## config.mk

```make
export PLATFORM = sky130hd
export DESIGN_NAME = sql_like_pattern_matcher
export DESIGN_NICKNAME = d
export VERILOG_FILES = /design/src/hw/rtl/slpm_pkg.sv /design/src/hw/rtl/slpm_compiler.sv /design/src/hw/rtl/slpm_tracker.sv /design/src/hw/rtl/sql_like_pattern_matcher.sv
export SDC_FILE = /design/constraint.sdc
export NUM_CORES = 1
export LEC_CHECK = 0
export BUFFER_PORTS_ARGS = -buffer_cell sky130_fd_sc_hd__buf_2
export CAP_MARGIN = 15
export CORE_UTILIZATION = 40
export CTS_CLUSTER_DIAMETER = 150
export DETAILED_ROUTE_END_ITERATION = 6
export PLACE_DENSITY = 0.52
export SLEW_MARGIN = 20
export SYNTH_ARGS = -nofsm -noshare
export SYNTH_HDL_FRONTEND = slang
export SYNTH_SLANG_ARGS = --single-unit
```

## constraint.sdc

```tcl
create_clock -name clk -period 5.5 [get_ports clk]
set_input_delay 0.275 -clock clk [delete_from_list [all_inputs] [get_ports clk]]
set_output_delay 0.275 -clock clk [all_outputs]
set_load 0.1 [all_outputs]
```

## src/hw/rtl/slpm_pkg.sv

```systemverilog
// ----------------------------------------------------------------------------
// slpm_pkg
// Shared types and codes for the LIKE pattern matcher: action codes,
// token kinds, wildcard characters, default store capacity.
// ----------------------------------------------------------------------------
package slpm_pkg;

  localparam int unsigned DefaultCapacity = 32;

  localparam int unsigned ChW = 16;

  // action codes
  localparam logic [2:0] ACT_CLEAR   = 3'd0;
  localparam logic [2:0] ACT_PATTERN = 3'd1;
  localparam logic [2:0] ACT_SUBJECT = 3'd2;
  localparam logic [2:0] ACT_FINISH  = 3'd3;
  localparam logic [2:0] ACT_NULL    = 3'd4;

  // token kinds
  localparam logic [1:0] KIND_LITERAL = 2'd0;
  localparam logic [1:0] KIND_ANY_ONE = 2'd1;
  localparam logic [1:0] KIND_RUN     = 2'd2;
  localparam logic [1:0] KIND_NEVER   = 2'd3;

  localparam logic [ChW-1:0] CH_RUN = 16'h0025;
  localparam logic [ChW-1:0] CH_ONE = 16'h005F;
  localparam logic [ChW-1:0] CH_ESC = 16'h005C;

  typedef struct packed {
    logic [1:0]     kind;
    logic [ChW-1:0] ch;
  } token_t;

  // compiler state seen by the position tracker and the result stage
  typedef struct packed {
    logic esc_pending;  // trailing backslash not yet committed
    logic ovf;          // overflow flag as stored
    logic ovf_commit;   // overflow flag after a pending escape is committed
  } cmp_status_t;

endpackage

```

## src/hw/rtl/slpm_compiler.sv

```systemverilog
// ----------------------------------------------------------------------------
// slpm_compiler
// Turns pattern characters into tokens and holds the token store, the
// pattern length, the escape / run-collapse flags and the overflow flag.
// ----------------------------------------------------------------------------
module slpm_compiler #(
  parameter int unsigned Capacity = slpm_pkg::DefaultCapacity,
  localparam int unsigned LenW = $clog2(Capacity + 1)
) (
  input  logic                      clk,
  input  logic                      rst,
  input  logic                      en,
  input  logic [2:0]                action,
  input  logic [slpm_pkg::ChW-1:0]  ch,
  output slpm_pkg::token_t          tokens [Capacity],
  output logic [LenW-1:0]           len,
  output slpm_pkg::cmp_status_t     status
);

  logic esc_pending;
  logic prev_run;
  logic ovf;

  logic                 esc_pending_next;
  logic                 prev_run_next;
  logic                 append;
  slpm_pkg::token_t     append_tok;
  logic                 full;

  assign full = (len == LenW'(Capacity));

  assign status.esc_pending = esc_pending;
  assign status.ovf         = ovf;
  assign status.ovf_commit  = ovf | (esc_pending & full);

  always_comb begin
    esc_pending_next = esc_pending;
    prev_run_next    = prev_run;
    append           = 1'b0;
    append_tok.kind  = slpm_pkg::KIND_LITERAL;
    append_tok.ch    = ch;
    unique case (action) inside
      slpm_pkg::ACT_PATTERN: begin
        if (esc_pending) begin
          esc_pending_next = 1'b0;
          prev_run_next    = 1'b0;
          append           = 1'b1;
        end else if (ch == slpm_pkg::CH_ESC) begin
          esc_pending_next = 1'b1;
        end else if (ch == slpm_pkg::CH_RUN) begin
          // consecutive runs collapse into one token
          append          = !prev_run;
          append_tok.kind = slpm_pkg::KIND_RUN;
          append_tok.ch   = '0;
          prev_run_next   = 1'b1;
        end else if (ch == slpm_pkg::CH_ONE) begin
          append          = 1'b1;
          append_tok.kind = slpm_pkg::KIND_ANY_ONE;
          append_tok.ch   = '0;
          prev_run_next   = 1'b0;
        end else begin
          append        = 1'b1;
          prev_run_next = 1'b0;
        end
      end
      slpm_pkg::ACT_SUBJECT, slpm_pkg::ACT_FINISH, slpm_pkg::ACT_NULL: begin
        // trailing lone backslash becomes a never-matching token
        if (esc_pending) begin
          esc_pending_next = 1'b0;
          prev_run_next    = 1'b0;
          append           = 1'b1;
          append_tok.kind  = slpm_pkg::KIND_NEVER;
          append_tok.ch    = '0;
        end
      end
      default: begin
      end
    endcase
  end

  always_ff @(posedge clk) begin
    if (rst) begin
      len         <= '0;
      esc_pending <= 1'b0;
      prev_run    <= 1'b0;
      ovf         <= 1'b0;
    end else if (en) begin
      if (action == slpm_pkg::ACT_CLEAR) begin
        len         <= '0;
        esc_pending <= 1'b0;
        prev_run    <= 1'b0;
        ovf         <= 1'b0;
      end else begin
        esc_pending <= esc_pending_next;
        prev_run    <= prev_run_next;
        if (append && !ovf) begin
          if (full) begin
            ovf <= 1'b1;
          end else begin
            len <= len + LenW'(1);
          end
        end
      end
    end
  end

  // token store: written at the current length, every entry read in place
  for (genvar i = 0; i < Capacity; i++) begin : g_store
    always_ff @(posedge clk) begin
      if (en && append && !ovf && (action != slpm_pkg::ACT_CLEAR) &&
          (len == LenW'(i))) begin
        tokens[i] <= append_tok;
      end
    end
  end

endmodule

```

## src/hw/rtl/slpm_tracker.sv

```systemverilog
// ----------------------------------------------------------------------------
// slpm_tracker
// Bit-parallel vector of active pattern positions. Advances one subject
// character per enabled cycle and forms the verdict on finish.
// ----------------------------------------------------------------------------
module slpm_tracker #(
  parameter int unsigned Capacity = slpm_pkg::DefaultCapacity,
  localparam int unsigned LenW = $clog2(Capacity + 1)
) (
  input  logic                      clk,
  input  logic                      rst,
  input  logic                      en,
  input  logic [2:0]                action,
  input  logic [slpm_pkg::ChW-1:0]  ch,
  input  slpm_pkg::token_t          tokens [Capacity],
  input  logic [LenW-1:0]           len,
  input  slpm_pkg::cmp_status_t     status,
  output logic                      hit
);

  logic [Capacity:0]   active;
  logic [Capacity:0]   closed;
  logic [Capacity:0]   active_next;
  logic [Capacity-1:0] is_run;
  logic [Capacity-1:0] steps;

  for (genvar i = 0; i < Capacity; i++) begin : g_pos
    logic in_use;
    assign in_use   = (len > LenW'(i));
    assign is_run[i] = in_use && (tokens[i].kind == slpm_pkg::KIND_RUN);
    assign steps[i]  = in_use &&
                       ((tokens[i].kind == slpm_pkg::KIND_ANY_ONE) ||
                        ((tokens[i].kind == slpm_pkg::KIND_LITERAL) &&
                         (tokens[i].ch == ch)));
  end

  // run tokens never sit next to each other, so one closure step suffices
  assign closed = active | {active[Capacity-1:0] & is_run, 1'b0};

  assign active_next = {closed[Capacity-1:0] & steps, 1'b0} |
                       {1'b0, closed[Capacity-1:0] & is_run};

  // a pending escape appends a never token, which cannot reach the end
  assign hit = closed[len] && !status.esc_pending && !status.ovf;

  always_ff @(posedge clk) begin
    if (rst) begin
      active <= (Capacity + 1)'(1);
    end else if (en) begin
      unique case (action) inside
        slpm_pkg::ACT_SUBJECT: begin
          active <= active_next;
        end
        slpm_pkg::ACT_CLEAR, slpm_pkg::ACT_FINISH, slpm_pkg::ACT_NULL: begin
          active <= (Capacity + 1)'(1);
        end
        default: begin
        end
      endcase
    end
  end

endmodule

```

## src/hw/rtl/sql_like_pattern_matcher.sv

```systemverilog
// ----------------------------------------------------------------------------
// sql_like_pattern_matcher
// SQL LIKE matcher with backslash escape: pattern compiled into tokens,
// subject tracked as a vector of active pattern positions.
//
//   channel  handshake                  payload
//   item     item_valid / item_stall    action[2:0], ch[15:0]
//   result   result_valid / result_stall matched, overflow
//
// One request per cycle while item_stall is low; each passes an input
// register, then the token store and position vector update together
// with the result register.
// rst (synchronous) empties the pattern and leaves only position 0 active.
// A stalled result holds the input register only for finish or null
// requests; other requests keep flowing.
// ----------------------------------------------------------------------------
module sql_like_pattern_matcher #(
  parameter int unsigned PatternCapacity = slpm_pkg::DefaultCapacity
) (
  input  logic                      clk,
  input  logic                      rst,
  input  logic                      item_valid,
  output logic                      item_stall,
  input  logic [2:0]                action,
  input  logic [slpm_pkg::ChW-1:0]  ch,
  output logic                      result_valid,
  input  logic                      result_stall,
  output logic                      matched,
  output logic                      overflow
);

  localparam int unsigned LenW = $clog2(PatternCapacity + 1);

  logic                      s1_valid;
  logic [2:0]                s1_action;
  logic [slpm_pkg::ChW-1:0]  s1_ch;
  logic                      s1_result;
  logic                      s1_go;

  slpm_pkg::token_t          tokens [PatternCapacity];
  logic [LenW-1:0]           len;
  slpm_pkg::cmp_status_t     status;
  logic                      hit;

  assign s1_result  = (s1_action == slpm_pkg::ACT_FINISH) ||
                      (s1_action == slpm_pkg::ACT_NULL);
  assign s1_go      = s1_valid && (!s1_result || !result_valid || !result_stall);
  assign item_stall = s1_valid && !s1_go;

  always_ff @(posedge clk) begin
    if (rst) begin
      s1_valid <= 1'b0;
    end else if (!item_stall) begin
      s1_valid <= item_valid;
    end
  end

  always_ff @(posedge clk) begin
    if (!item_stall) begin
      s1_action <= action;
      s1_ch     <= ch;
    end
  end

  slpm_compiler #(
    .Capacity (PatternCapacity)
  ) u_compiler (
    .clk    (clk),
    .rst    (rst),
    .en     (s1_go),
    .action (s1_action),
    .ch     (s1_ch),
    .tokens (tokens),
    .len    (len),
    .status (status)
  );

  slpm_tracker #(
    .Capacity (PatternCapacity)
  ) u_tracker (
    .clk    (clk),
    .rst    (rst),
    .en     (s1_go),
    .action (s1_action),
    .ch     (s1_ch),
    .tokens (tokens),
    .len    (len),
    .status (status),
    .hit    (hit)
  );

  always_ff @(posedge clk) begin
    if (rst) begin
      result_valid <= 1'b0;
    end else if (s1_go && s1_result) begin
      result_valid <= 1'b1;
    end else if (!result_stall) begin
      result_valid <= 1'b0;
    end
  end

  always_ff @(posedge clk) begin
    if (s1_go && s1_result) begin
      matched  <= (s1_action == slpm_pkg::ACT_FINISH) && hit;
      overflow <= status.ovf_commit;
    end
  end

endmodule

```

==> impl_metrics.json <==
{
  "rrSetupSlack_ns": 1.72,
  "cts_sinks": 641,
  "rsz0062_at_grt": "false",
  "drt_iter0_markers": 1786,
  "period_needed_ns": 3.78,
  "r2r_cells": 6,
  "cts-root-buf": "clkbuf_16",
  "ys_top_cells_by_count": "edfxtp_1, xor2_1, nor4_1",
  "slew_violations": 0,
  "period_share_pct": 68.6,
  "grt_max_degree": 35,
  "cts_resized": 0,
  "postSynthCellCount": 1887,
  "worst-setup-path-type": "reg -> reg",
  "crit_top_cell": "buf_4",
  "num_antenna_cells": 0,
  "core_um2": 68700,
  "wire_per_inst_um": 28.2,
  "report.final.hold_viol_count": 0,
  "pin_count": 27,
  "p_leak_nw": 10.4,
  "grt_pass1_vias": 16400,
  "drc": 0,
  "finalInstanceArea_um2": 31600,
  "max-slew-margin-rel_pct": 21.0,
  "synth_compound_area_share_pct": 5.86,
  "crit_arrival_ns": 4.06,
  "gr-usage-all-layers_pct": 24.1,
  "crit_path_start_kind": "register",
  "max_cap_viol_count": 0,
  "synthAdderAreaFrac_pct": 0.180,
  "die_w_um": 266,
  "synth_cell_type_count": 82,
  "holdWs_ns": 0.0720,
  "initial_core_util_pct": 40.4,
  "crit_fanout": 34,
  "path_clk_slew_ns": 0.06,
  "grt.overflow.total": 0,
  "fmax_mhz": 265,
  "setup_tns_ns": 0,
  "dpl.cell_count": 2823,
  "worstSkewPairLatency_ns": 0.60,
  "area_growth_pct": 13.7,
  "port_buffers": 26,
  "reg2reg_to": "u_compiler.tokens[569]$_DFFE_PP_",
  "cp_top_family": "simple AND/OR/NAND/NOR gates",
  "fin_util_pct": 46.0,
  "whs_path_depth": 3,
  "cts_tree": "built",
  "vias": 16400,
  "syn-cell-area_um2": 27800,
  "preCtsSetupSlack_ns": 1.72,
  "power.total_mw": 10.3,
  "hp-class": "in -> reg",
  "ir_worst_vdd_mv": 0.220,
  "num_rows": 96,
  "worst_slew_pin_slew_ns": 1.19,
  "antenna_found_initial": 7,
  "synth_xor_area_share_pct": 16.1,
  "synthArstFlopShare_pct": 0,
  "synth_area_leader_cell": "edfxtp_1",
  "path_cells": "buf_4, nor3_2, a221oi_2, nand2_1, nor2_1, buf_4",
  "wl_mm": 83.6,
  "die_height_um": 266,
  "drive_gt1_share_pct": 11.5,
  "drt_pass1_iterations": 5,
  "cts_htree_levels": 3,
  "r2r-start": "s1_ch[6]$_DFFE_PN_",
  "outcome": "completed",
  "ys_ff_latch": 641,
  "synth_top_area_share_pct": 64.5,
  "nNetsFinal": 2012,
  "setup_slack_ns": 1.72,
  "p_per_area_nw_per_um2": 326,
  "worstHoldStart": "result_stall",
  "critical_path.max_stage_delay_ns": 0.79,
  "fin_cells": 2966,
  "required_ns": 5.78,
  "placed_cell_area_um2": 29300,
  "setup_viol": 0,
  "yosysWarnings": 0,
  "synth_top_family_by_area": "XOR/XNOR gates",
  "post-cts-setup-buffers": 0,
  "synth-simple-area-share_pct": 8.03,
  "syn_nets": 1914,
  "dieArea_um2": 70500,
  "dp_hpwl_mm": 49.1,
  "synth_area_leaders": "edfxtp_1, xor2_1, dfxtp_1, nor4_1, xnor2_1",
  "end_kind": "register",
  "synthFlopType": "edfxtp_1",
  "synth_enable_flop_cells": 597,
  "synthMuxAreaShare_pct": 0.149,
  "worst_clock_skew_ns": 0.0146,
  "clk_path_buf_depth": 3,
  "avgSynthCellArea_um2": 14.7,
  "ant_nets": 0,
  "hold_end": "result_valid$_SDFFE_PP0P_",
  "via_per_inst": 5.52,
  "place.gp.congestion": 0.906,
  "cts_made_buffers": 71,
  "yosysMostFrequentCell": "edfxtp_1",
  "grt_pass1_wl_mm": 121,
  "cp_slowest_cell": "a221oi_2",
  "ys_seq_area_share_pct": 67.7,
  "critPathBufInv": 2
}
[how the worst max path moves through the flow]
stage	start	endpoint	slack, ns	cells after the start
floorplan	result_valid$_SDFFE_PP0P_	u_compiler.tokens[306]$_DFFE_PP_	1.54	6
finish	s1_ch[6]$_DFFE_PN_	u_compiler.tokens[569]$_DFFE_PP_	1.72	6
global route	s1_ch[6]$_DFFE_PN_	u_compiler.tokens[569]$_DFFE_PP_	1.40	6
global placement	s1_ch[6]$_DFFE_PN_	u_compiler.tokens[570]$_DFFE_PP_	1.78	6
CTS	s1_ch[6]$_DFFE_PN_	u_compiler.tokens[569]$_DFFE_PP_	1.76	6
detailed placement	s1_ch[6]$_DFFE_PN_	u_compiler.tokens[570]$_DFFE_PP_	1.72	6
[area by class of cell]
cell class | instances | area [um^2]
multi-input combinational | 1125 | 8510
inverter | 27 | 101
clock inverter | 26 | 144
clock buffer | 97 | 2000
fill | 6107 | 37100
tap | 931 | 1160
sequential | 641 | 18800
timing repair buffer | 119 | 878
[cell usage in the layout (no fill, tap or decap), drive strengths merged, types with 20 or more instances in the layout]
| master | instances |
|---|---|
| a21oi | 29 |
| a22o | 23 |
| a41oi | 31 |
| buf | 99 |
| clkbuf | 97 |
| clkinv | 26 |
| dfxtp | 44 |
| dlygate4sd3 | 20 |
| edfxtp | 597 |
| inv | 26 |
| nand2 | 45 |
| nand2b | 22 |
| nand4 | 21 |
| nor2 | 69 |
| nor4 | 124 |
| o21ai | 29 |
| xnor2 | 64 |
| xor2 | 448 |
[flip-flops by register name, summed over array words and instances, names as in the netlist]
name                    flops
u_compiler.len              6
s1_valid                    1
u_compiler.esc_pending      1
s1_ch                      16
u_tracker.active           33
s1_action                   3
result_valid                1
u_compiler.ovf              1
overflow                    1
u_compiler.prev_run         1
matched                     1
u_compiler.tokens         576
[power breakdown]
| part | total, mW | internal [mW] | switching [mW] |
|---|---|---|---|
| clock network | 4.44 | 2.58 | 1.87 |
| logic | 0.516 | 0.139 | 0.377 |
| registers | 5.34 | 5.33 | 0.00886 |
| total | 10.3 | 8.04 | 2.25 |
[worst register-to-register path, stage by stage, from the launching register on]
cell	delay (ns)
edfxtp_1	0.35
buf_4	0.75
nor3_2	0.19
a221oi_2	0.79
nand2_1	0.66
nor2_1	0.40
buf_4	0.31
[kinds of logic (layout without fill, tap and decap cells)]
logic type / count (synthesis) / in the layout
xor gates and xnor gates: 512 / 512
muxes: 4 / 4
and+or+nand+nor: 389 / 389
AOI/OAI and AO/OA: 216 / 216
DFF: 641 / 641
adders and majority gates: 4 / 4
buffers and inverters: 121 / 269
[what timing repair did]
action / CTS / global route
hold buffers: 20 / 0
endpoints found under the hold margin: 20 / 0
endpoints found under the setup margin: 0 / 0
[per-layer routing]
layer  vias to the layer above  wire length [um]  part of all wire [%]  track usage [%]
met3                       102              4810                   5.8             3.49
met1                      8501             38100                    46             34.6
met5                         -                11                 0.013                0
met2                       500             39000                    47             38.3
met4                         2              1620                   1.9             6.30
li1                       7263                 -                     -                -
Power figures use the tool's default switching activity.
